<file path="src/rtl/sfms_pkg.sv">
`default_nettype none

package sfms_pkg;

  localparam int MaxTextLen = 4096;
  localparam int MaxPatLen  = 32;
  localparam int CharW      = 8;
  localparam int PosW       = 12;
  localparam int LenW       = $clog2(MaxPatLen + 1);
  localparam int IdxW       = $clog2(MaxTextLen + 1);

  localparam logic ReqPattern = 1'b0;
  localparam logic ReqText    = 1'b1;

  typedef logic [CharW-1:0] char_t;
  typedef logic [PosW-1:0]  pos_t;
  typedef logic [LenW-1:0]  len_t;
  typedef logic [IdxW-1:0]  idx_t;

  typedef struct packed {
    logic win_shift;
    logic pat_shift;
  } cell_ctrl_t;

endpackage

`default_nettype wire

</file>
<file path="src/rtl/sfms_if.sv">
`default_nettype none

interface sfms_in_if;
  logic                  valid;
  logic                  ready;
  logic                  req_type;
  logic [7:0]            ch;
  logic                  last;

  modport source (output valid, output req_type, output ch, output last, input ready);
  modport sink   (input valid, input req_type, input ch, input last, output ready);
endinterface

interface sfms_out_if;
  logic                  valid;
  logic                  ready;
  logic                  found;
  logic [11:0]           match_pos;
  logic                  pattern_overflow;
  logic                  text_overflow;

  modport source (output valid, output found, output match_pos, output pattern_overflow,
                  output text_overflow, input ready);
  modport sink   (input valid, input found, input match_pos, input pattern_overflow,
                  input text_overflow, output ready);
endinterface

interface sfms_cfg_if;
  logic                  valid;
  logic                  ready;
  logic [11:0]           start_pos;

  modport source (output valid, output start_pos, input ready);
  modport sink   (input valid, input start_pos, output ready);
endinterface

`default_nettype wire

</file>
<file path="src/rtl/sfms_cell.sv">
`default_nettype none

module sfms_cell (
  input  logic                clk_i,
  input  sfms_pkg::cell_ctrl_t ctrl_i,
  input  sfms_pkg::char_t     win_i,
  input  sfms_pkg::char_t     pat_i,
  output sfms_pkg::char_t     win_o,
  output sfms_pkg::char_t     pat_o,
  output logic                hit_o
);
  import sfms_pkg::*;

  char_t win_q;
  char_t pat_q;

  // window and reversed pattern both shift one cell per transfer
  always_ff @(posedge clk_i) begin
    if (ctrl_i.win_shift) begin
      win_q <= win_i;
    end
    if (ctrl_i.pat_shift) begin
      pat_q <= pat_i;
    end
  end

  // compare the character entering this cell against the pattern held here
  assign hit_o = (win_i == pat_q);
  assign win_o = win_q;
  assign pat_o = pat_q;

endmodule

`default_nettype wire

</file>
<file path="src/rtl/substring_first_match_search.sv">
// channel  | dir | payload                                           | transfer
// ---------+-----+---------------------------------------------------+-----------------
// in_i     | in  | req_type, ch, last                                | valid && ready
// out_o    | out | found, match_pos, pattern_overflow, text_overflow | valid && ready
// cfg_i    | in  | start_pos                                         | valid && ready
//
// one item per cycle unless stalled; a result shows the cycle after the last text char
// each char moves one step down a row of 32 cells; all cells compare in parallel
// in_i.ready drops only while a result sits in the output register and out_o.ready is low
// cfg_i.ready is always high; rst_ni clears control state, no clearing pass
`default_nettype none

module substring_first_match_search (
  input  logic            clk_i,
  input  logic            rst_ni,
  sfms_in_if.sink         in_i,
  sfms_out_if.source      out_o,
  sfms_cfg_if.sink        cfg_i
);
  import sfms_pkg::*;

  logic       in_fire;
  logic       is_text;
  logic       pat_fire;
  logic       txt_fire;
  logic       txt_live;
  cell_ctrl_t ctrl;

  pos_t   start_q;
  len_t   pat_len_q, pat_len_d, pat_base;
  logic   pat_closed_q, pat_closed_d;
  logic   pat_long_q, pat_long_d;
  idx_t   idx_q, idx_d;
  logic   seen_q, seen_d;
  pos_t   first_q, first_d;
  logic   txt_long_q, txt_long_d;

  logic   ovalid_q;
  logic   found_q;
  pos_t   mpos_q;
  logic   povf_q;
  logic   tovf_q;

  char_t  win_row [MaxPatLen];
  char_t  pat_row [MaxPatLen];
  logic [MaxPatLen-1:0] hit;
  logic [MaxPatLen-1:0] care;

  idx_t   idx_inc;
  idx_t   diff;
  logic   pat_ok;
  logic   win_eq;
  logic   match;
  logic   seen_now;
  pos_t   first_now;

  assign in_i.ready  = !ovalid_q || out_o.ready;
  assign cfg_i.ready = 1'b1;
  assign in_fire     = in_i.valid && in_i.ready;
  assign is_text     = (in_i.req_type == ReqText);
  assign pat_fire    = in_fire && !is_text;
  assign txt_fire    = in_fire && is_text;
  assign txt_live    = txt_fire && !idx_q[IdxW-1];

  // a closed pattern restarts at length zero on its next char
  assign pat_base       = pat_closed_q ? '0 : pat_len_q;
  assign ctrl.pat_shift = pat_fire && (pat_base < len_t'(MaxPatLen));
  assign ctrl.win_shift = txt_live;

  for (genvar k = 0; k < MaxPatLen; k++) begin : g_cell
    char_t win_in;
    char_t pat_in;
    if (k == 0) begin : g_head
      assign win_in = in_i.ch;
      assign pat_in = in_i.ch;
    end else begin : g_body
      assign win_in = win_row[k-1];
      assign pat_in = pat_row[k-1];
    end
    assign care[k] = (pat_len_q > len_t'(k));
    sfms_cell u_cell (
      .clk_i  (clk_i),
      .ctrl_i (ctrl),
      .win_i  (win_in),
      .pat_i  (pat_in),
      .win_o  (win_row[k]),
      .pat_o  (pat_row[k]),
      .hit_o  (hit[k])
    );
  end

  assign idx_inc   = idx_q + idx_t'(1);
  assign diff      = idx_inc - idx_t'(pat_len_q);
  assign pat_ok    = pat_closed_q && !pat_long_q && (pat_len_q != '0);
  assign win_eq    = &(hit | ~care);
  assign match     = pat_ok && win_eq && (idx_inc >= idx_t'(pat_len_q))
                     && (diff >= idx_t'(start_q));
  assign seen_now  = seen_q || (txt_live && match);
  assign first_now = seen_q ? first_q : diff[PosW-1:0];

  always_comb begin
    pat_len_d    = pat_len_q;
    pat_closed_d = pat_closed_q;
    pat_long_d   = pat_long_q;
    idx_d        = idx_q;
    seen_d       = seen_q;
    first_d      = first_q;
    txt_long_d   = txt_long_q;
    if (pat_fire) begin
      pat_closed_d = in_i.last;
      pat_long_d   = pat_closed_q ? 1'b0 : pat_long_q;
      if (ctrl.pat_shift) begin
        pat_len_d = pat_base + len_t'(1);
      end else begin
        pat_len_d  = pat_base;
        pat_long_d = 1'b1;
      end
    end
    if (txt_fire) begin
      if (txt_live) begin
        idx_d   = idx_inc;
        seen_d  = seen_now;
        first_d = seen_now ? first_now : first_q;
      end else begin
        txt_long_d = 1'b1;
      end
      if (in_i.last) begin
        idx_d      = '0;
        seen_d     = 1'b0;
        first_d    = '0;
        txt_long_d = 1'b0;
      end
    end
  end

  always_ff @(posedge clk_i or negedge rst_ni) begin
    if (!rst_ni) begin
      start_q      <= '0;
      pat_len_q    <= '0;
      pat_closed_q <= 1'b1;
      pat_long_q   <= 1'b0;
      idx_q        <= '0;
      seen_q       <= 1'b0;
      first_q      <= '0;
      txt_long_q   <= 1'b0;
      ovalid_q     <= 1'b0;
    end else begin
      if (cfg_i.valid) begin
        start_q <= cfg_i.start_pos;
      end
      pat_len_q    <= pat_len_d;
      pat_closed_q <= pat_closed_d;
      pat_long_q   <= pat_long_d;
      idx_q        <= idx_d;
      seen_q       <= seen_d;
      first_q      <= first_d;
      txt_long_q   <= txt_long_d;
      if (txt_fire && in_i.last) begin
        ovalid_q <= 1'b1;
      end else if (out_o.ready) begin
        ovalid_q <= 1'b0;
      end
    end
  end

  // result payload
  always_ff @(posedge clk_i) begin
    if (txt_fire && in_i.last) begin
      found_q <= seen_now;
      mpos_q  <= seen_now ? first_now : '0;
      povf_q  <= pat_long_q || (pat_len_q == '0);
      tovf_q  <= txt_long_q || !txt_live;
    end
  end

  assign out_o.valid            = ovalid_q;
  assign out_o.found            = found_q;
  assign out_o.match_pos        = mpos_q;
  assign out_o.pattern_overflow = povf_q;
  assign out_o.text_overflow    = tovf_q;

endmodule

`default_nettype wire

</file>
<file path="src/flat_wrapper.sv">
// flat-port wrapper written by rule: the top's interface ports become plain ports
module substring_first_match_search_flat import sfms_pkg::*;
  (clk_i, rst_ni, in_i_valid, in_i_req_type, in_i_ch, in_i_last, in_i_ready, out_o_valid, out_o_found, out_o_match_pos, out_o_pattern_overflow, out_o_text_overflow, out_o_ready, cfg_i_valid, cfg_i_start_pos, cfg_i_ready);
  sfms_in_if in_i_i ();
  sfms_out_if out_o_i ();
  sfms_cfg_if cfg_i_i ();
  input  logic clk_i;
  input  logic rst_ni;
  input wire logic [$bits(in_i_i.valid)-1:0] in_i_valid;
  input wire logic [$bits(in_i_i.req_type)-1:0] in_i_req_type;
  input wire logic [$bits(in_i_i.ch)-1:0] in_i_ch;
  input wire logic [$bits(in_i_i.last)-1:0] in_i_last;
  output wire logic [$bits(in_i_i.ready)-1:0] in_i_ready;
  output wire logic [$bits(out_o_i.valid)-1:0] out_o_valid;
  output wire logic [$bits(out_o_i.found)-1:0] out_o_found;
  output wire logic [$bits(out_o_i.match_pos)-1:0] out_o_match_pos;
  output wire logic [$bits(out_o_i.pattern_overflow)-1:0] out_o_pattern_overflow;
  output wire logic [$bits(out_o_i.text_overflow)-1:0] out_o_text_overflow;
  input wire logic [$bits(out_o_i.ready)-1:0] out_o_ready;
  input wire logic [$bits(cfg_i_i.valid)-1:0] cfg_i_valid;
  input wire logic [$bits(cfg_i_i.start_pos)-1:0] cfg_i_start_pos;
  output wire logic [$bits(cfg_i_i.ready)-1:0] cfg_i_ready;
  assign in_i_i.valid = in_i_valid;
  assign in_i_i.req_type = in_i_req_type;
  assign in_i_i.ch = in_i_ch;
  assign in_i_i.last = in_i_last;
  assign in_i_ready = in_i_i.ready;
  assign out_o_valid = out_o_i.valid;
  assign out_o_found = out_o_i.found;
  assign out_o_match_pos = out_o_i.match_pos;
  assign out_o_pattern_overflow = out_o_i.pattern_overflow;
  assign out_o_text_overflow = out_o_i.text_overflow;
  assign out_o_i.ready = out_o_ready;
  assign cfg_i_i.valid = cfg_i_valid;
  assign cfg_i_i.start_pos = cfg_i_start_pos;
  assign cfg_i_ready = cfg_i_i.ready;
  substring_first_match_search u_core (.clk_i(clk_i), .rst_ni(rst_ni), .in_i(in_i_i), .out_o(out_o_i), .cfg_i(cfg_i_i));
endmodule
</file>
<file path="config.mk">
export PLATFORM = sky130hd
export DESIGN_NAME = substring_first_match_search_flat
export DESIGN_NICKNAME = d
export VERILOG_FILES = /design/src/rtl/sfms_pkg.sv /design/src/rtl/sfms_if.sv /design/src/rtl/sfms_cell.sv /design/src/rtl/substring_first_match_search.sv /design/src/flat_wrapper.sv
export SDC_FILE = /design/constraint.sdc
export NUM_CORES = 1
export LEC_CHECK = 0
export BUFFER_PORTS_ARGS = -buffer_cell sky130_fd_sc_hd__buf_2
export CELL_PAD_IN_SITES_DETAIL_PLACEMENT = 2
export CELL_PAD_IN_SITES_GLOBAL_PLACEMENT = 2
export CORE_MARGIN = 1
export CORE_UTILIZATION = 47
export CTS_CLUSTER_SIZE = 14
export DETAILED_ROUTE_END_ITERATION = 12
export HOLD_SLACK_MARGIN = 0.02
export PLACE_DENSITY = 0.84
export SYNTH_ARGS = -nofsm -noshare
export SYNTH_HDL_FRONTEND = slang
export SYNTH_SLANG_ARGS = --single-unit
</file>
<file path="constraint.sdc">
create_clock -name clk_i -period 20.2 [get_ports clk_i]
set_input_delay 1.01 -clock clk_i [delete_from_list [all_inputs] [get_ports clk_i]]
set_output_delay 1.01 -clock clk_i [all_outputs]
set_load 0.03 [all_outputs]
</file>
=== Yosys cells after proc, flatten, opt, wreduce, memory -nomap -nowiden ===
Cells that the tools add are included.

* Add/sub/neg operators: 3
* $lt $le $gt $ge: 35
* Equality and inequality tests: 34
* Multiplexer cells: 16
* Bitwise logic cells: 2
* Reduce and logical (&&, ||, !) cells: 31

{| class="wikitable"
|+ Operators with widths
! cell !! number
|-
| $eq A8 B8 Y1 || 32
|-
| $gt A6 B5 Y1 const B || 16
|-
| $gt A6 B4 Y1 const B || 8
|-
| $mux W12 || 4
|-
| $not A32 Y32 || 1
|-
| $or A32 B32 Y32 || 1
|-
| $reduce_and A32 Y1 || 1
|-
| $mux W13 || 2
|-
| $gt A6 B3 Y1 const B || 4
|-
| $add A13 B1 Y13 const B || 1
|-
| $ge A13 B12 Y1 || 1
|-
| $ge A13 B6 Y1 || 1
|-
| $sub A13 B6 Y13 || 1
|-
| $gt A6 B1 Y1 const B || 2
|-
| $gt A6 B2 Y1 const B || 2
|-
| $logic_and A1 B1 Y1 || 12
|-
| $mux W6 || 2
|-
| $mux W1 || 8
|-
| $add A6 B1 Y6 const B || 1
|-
| $logic_not A6 Y1 || 1
|-
| $lt A6 B6 Y1 const B || 1
|-
| $reduce_and A2 Y1 || 3
|-
| $reduce_bool A2 Y1 || 3
|-
| $reduce_bool A6 Y1 || 1
|-
| other kinds (4) || 12
|}

* Register bits: 567
* Input bits: 27
* Output and inout port bits: 18
* Word-level logic and storage cells: 197

=== Depth between registers and ports, before layout ===
* Word-level depth: 12
* Depth in mapped cells: 21
* Gate-level depth less buffers: 20

=== Hierarchy ===
From an unflattened synthesis, not the netlist that was laid out.

* Cell total of the unflattened synthesis: 1382
* Area, all modules: 22626.7 um^2

{| class="wikitable"
|+ By module, submodules not included
! module !! instances !! cells an instance !! area an instance (um^2) !! sequential area each (um^2)
|-
| sfms_cell || 32 || 27 || 566.8 || 480.5
|-
| substring_first_match_search || 1 || 518 || 4489.3 || 1652.8
|}

=== Worst setup path before layout ===
OpenSTA, ideal clock, no wires.

* Kind: input to register
* From: input port out_o_ready
* To: register u_core.pat_len_q[1]
* Setup time: 0.672 ns
* Arrival: 14.545 ns
* Path slack: 4.983 ns
* Stages on the path: 5
* Buffers on the path: 0
* Path through: nand2b_1 nand2_1 or2_2 a21oi_1 o21ai_0

{| class="wikitable"
|+ RTL lines
! element !! RTL line !! RTL
|-
| start: declaration || flat_wrapper.sv:19 || <nowiki>input wire logic [$bits(out_o_i.ready)-1:0] out_o_ready;</nowiki>
|-
| end signal: assignment || substring_first_match_search.sv:151 || <nowiki>pat_len_q <= pat_len_d;</nowiki>
|-
| end: declaration || substring_first_match_search.sv:30 || <nowiki>len_t pat_len_q, pat_len_d, pat_base;</nowiki>
|}

=== Final worst setup path ===
* From: register u_core.idx_q[0]
* To: register u_core.mpos_q[7] (netlist: u_core.out_o.match_pos[7]) (data pin)

* Longest elaborated chain between the ends: 6

{| class="wikitable"
|+ RTL lines
! element !! RTL line !! RTL
|-
| start: declaration || substring_first_match_search.sv:33 || <nowiki>idx_t idx_q, idx_d;</nowiki>
|-
| start signal: assignment || substring_first_match_search.sv:154 || <nowiki>idx_q <= idx_d;</nowiki>
|-
| $add A13 B1 Y13 (*) || substring_first_match_search.sv:92 || <nowiki>assign idx_inc = idx_q + idx_t'(1);</nowiki>
|-
| $sub A13 B6 Y13 or $ge A13 B6 Y1 (tied branches) || substring_first_match_search.sv:93, substring_first_match_search.sv:96 ||
|-
| $ge A13 B12 Y1 or $logic_and A1 B1 Y1 (tied branches) || substring_first_match_search.sv:97, substring_first_match_search.sv:96 ||
|-
| $logic_and A1 B1 Y1 || substring_first_match_search.sv:97 || <nowiki>&& (diff >= idx_t'(start_q));</nowiki>
|-
| $logic_and A1 B1 Y1 || substring_first_match_search.sv:98 || <nowiki>assign seen_now = seen_q || (txt_live && match);</nowiki>
|-
| $logic_or A1 B1 Y1 || substring_first_match_search.sv:98 ||
|-
| end signal: assignment || substring_first_match_search.sv:170 || <nowiki>mpos_q <= seen_now ? first_now : '0;</nowiki>
|-
| end: declaration || substring_first_match_search.sv:40 || <nowiki>pos_t mpos_q;</nowiki>
|}

Every way passes the cells marked *; elsewhere a longest branch is shown, timed or not.
A chain may end at the register's enable or synchronous reset.

==> out/results.txt <==
Total power = 2.75 mW
Post-synth EDFFs = 519
Worst Path Max Fanout = 12
Setup Crit Path Kind = flop to flop
Sequential fraction of design power = 0.509
Commonest cells after routing, fill and taps aside = edfxtp_1 (519), xor2_1 (197), xnor2_1 (77)
Pint = 2.03 mW
Synth unique cells = 63
Post-Syn Nets = 1351
Gr busiest metal = met2
WP data required = 20570 ps
Final hold slack = 466 ps
Area taken by multi-input logic gates = 4950 sq um
FMAX = 0.166 GHz
Met2 Track Usage GR = 0.536
Final setup margin = 14180 ps
M1 GR Usage = 0.309
Status = finished, final reports clean
Antenna Nets Post-Route = 0
Drt pass-1 iters = 5
R2R Setup Slk = 14180 ps
Total Routed Length = 65100 microns
Top-area cell type share of the netlist area = 0.710
Worst-Margin Slew = 1280 ps
Tmin final = 6020 ps
Pwr Density = 111 nW/um^2
Vias per inst = 5.81
Layout fillers = 3955
Final Cycle Share = 0.298
Initial antenna violation count = 3
Seq cells post-synth = 567
Register area share after synthesis = 0.765
H-tree depth = 2
Die Footprint = 47600 sq um
Fin. max-slew vios = 0
Drt wl/cell = 32.0 microns
Final hold viol count = 0
DP HPWL = 44000 microns
Total track usage = 0.279
Final GP Congestion = 0.857
Min-Delay Path Class = flop to flop
Clock transition at the registers of the reported paths = 70 ps
Unrepaired setup endpoints after global routing = no
CTS sink cnt = 567
Global-route wire length before repair = 93600 microns
VDD IR max = 0.0827 mV
Core Area = 45700 sq um
Endpoint type of the worst setup path = flop
Clk_skew = 28.0 ps
Post-synthesis instance area = 21900 sq um
Async S/R FF share, synth = 0.0847
Grt ovf = 0
Setup TNS = 0 ps
Reg area = 16800 sq um
Startpoint types = flop
Pin count of the biggest net entering global routing = 152
M3 GR Usage = 0.0384
Die width = 218 microns
CTS tree = yes
Max Cap Viol = 0
Slew margin rel. = 0.144
Switching pwr = 0.727 mW
# DRC = 0
Dominant synthesized flop cell = edfxtp_1
Number of buffers inserted by hold repair at cts = 0
Clk network pwr share = 0.377
I/O pin count = 45
Vias = 11800
Total CTS buffers = 58
Buffers added on ports = 43
Dpl ws = 14600 ps
Clk_lat worst skew = 620 ps
Mean post-synth cell area = 16.8 sq um
Row cnt = 78
Root buffer cell = clkbuf_16
# setup viols final = 0
Leakage = 8.61 nW
Worst path arrival time = 6390 ps
Sw frac = 0.264
Nets = 1437
Post-synth top area cell = edfxtp_1
Syn-to-layout area delta = 12.5%
Initial Util = 0.481
Cells after Synth = 1303
Die span in y = 218 microns
YS warnings = 0
Layout cells sized above 1 = 0.0963
Post-CTS Setup Inserts = 0
Post-CTS sizing = 0
Gate power share = 0.114
Via count of the first global-routing pass = 13400
1st-iter DRT viols = 820
Commonest non-fill, non-tap cell in the layout = edfxtp_1
Clock buffer depth = 3
Largest cells by area after synthesis = edfxtp_1 (71%), xor2_1 (7.9%), dfrtp_1 (5.4%), xnor2_1 (3.1%), nor4_1 (1.4%)
## worst max-delay path, stage by stage, from the launching register on
cell,delay (ps)
dfrtp_1,470
ha_1,290
xor2_1,330
ha_1,370
o21a_1,200
o31a_1,130
o31a_1,300
or3_1,430
o41ai_1,430
xnor2_1,250
inv_1,110
ha_1,350
nand3_1,110
a31oi_1,210
a211o_1,170
a21o_1,140
a221o_1,250
nand4_1,630
o31ai_1,610
## through the flow
step                cell area [sq um]  cells   util
finish                          24700   2034  0.541
global route                    24700   2033  0.541
CTS                             24700   2033  0.541
detailed placement              22900   1929  0.502
global placement                22900   1929  0.502
floorplan                       21900   1303      -
## final timing paths
| path | from | endpoint | depth (start not counted) |
|---|---|---|---|
| worst min-delay path | u_core.g_cell[4].u_cell.pat_o[2] | u_core.g_cell[5].u_cell.pat_o[2] | 0 |
| max in group asynchronous | rst_ni | u_core.idx_q[1] | 2 |
| worst max register to register | u_core.idx_q[0] | u_core.out_o.match_pos[7] | 18 |
| worst min register to register | u_core.g_cell[4].u_cell.pat_o[2] | u_core.g_cell[5].u_cell.pat_o[2] | 0 |
| min in group asynchronous | rst_ni | u_core.idx_q[4] | 2 |
| worst max-delay path | u_core.idx_q[0] | u_core.out_o.match_pos[7] | 18 |
## registers in the layout, summed over array words and instances, names as in the netlist
name / count
u_core.seen_q: 1
u_core.out_o.pattern_overflow: 1
u_core.out_o.text_overflow: 1
u_core.pat_closed_q: 1
u_core.pat_len_q: 6
u_core.g_cell.u_cell.pat_o: 256
u_core.out_o.found: 1
u_core.g_cell.u_cell.win_o: 248
u_core.idx_q: 13
u_core.out_o.valid: 1
u_core.txt_long_q: 1
u_core.start_q: 12
u_core.pat_long_q: 1
u_core.first_q: 12
u_core.out_o.match_pos: 12
## area by class of cell
cell class                 count  area share
inverter                      34     0.00517
antenna                        1    0.000101
clock buffer                  80      0.0654
multi-input combinational    677       0.200
timing repair buffer          51      0.0116
clock inverter                24     0.00729
sequential                   567       0.680
tap                          600      0.0304
## power groups by stage
stage / Combinational, mW / Clock [mW] / Sequential, mW
after floorplan: 0.191 / 0 / 1.41
after global placement: 0.263 / 0 / 1.41
after detailed placement: 0.291 / 0 / 1.42
after CTS: 0.307 / 1.06 / 1.40
after global routing: 0.329 / 1.09 / 1.40
final: 0.313 / 1.04 / 1.40
## synth_stat cells (3+ instances only)
library cell / n
nand3_1: 9
o21ai_1: 3
nand4_1: 28
o21a_1: 3
nor4_1: 48
xor2_1: 197
nand2_1: 62
clkbuf_1: 21
xnor2_1: 77
o31a_1: 3
o41ai_1: 4
nor2b_1: 3
a21oi_1: 22
nor3_1: 4
or4_1: 3
or2_2: 4
a22oi_1: 6
and3_1: 8
or3_1: 4
edfxtp_1: 519
nor2_1: 34
a2111oi_0: 3
a21o_1: 10
mux2i_1: 4
dfrtp_1: 47
and2_1: 5
inv_1: 33
a22o_1: 10
ha_1: 20
o31ai_1: 18
a31oi_1: 6
buf_2: 3
o21ai_0: 45
a32o_1: 3
## per-layer routing
metal,share of wire,up-vias,routed length [microns]
met4,0.033,6,2170
met1,0.37,6258,23800
met2,0.56,352,36600
met5,0.00069,-,45
li1,-,5077,-
met3,0.038,131,2470
## cell families after synthesis
group	synth area share
other	0.000171
adder cells (fa/ha/maj)	0.0123
XOR/XNOR	0.109
buffers and inverters	0.0104
flip-flops	0.765
multiplexers	0.00234
AND/OR/NAND/NOR	0.0534
AO/OA/AOI/OAI	0.0473
(Power assumes the default switching activity.)
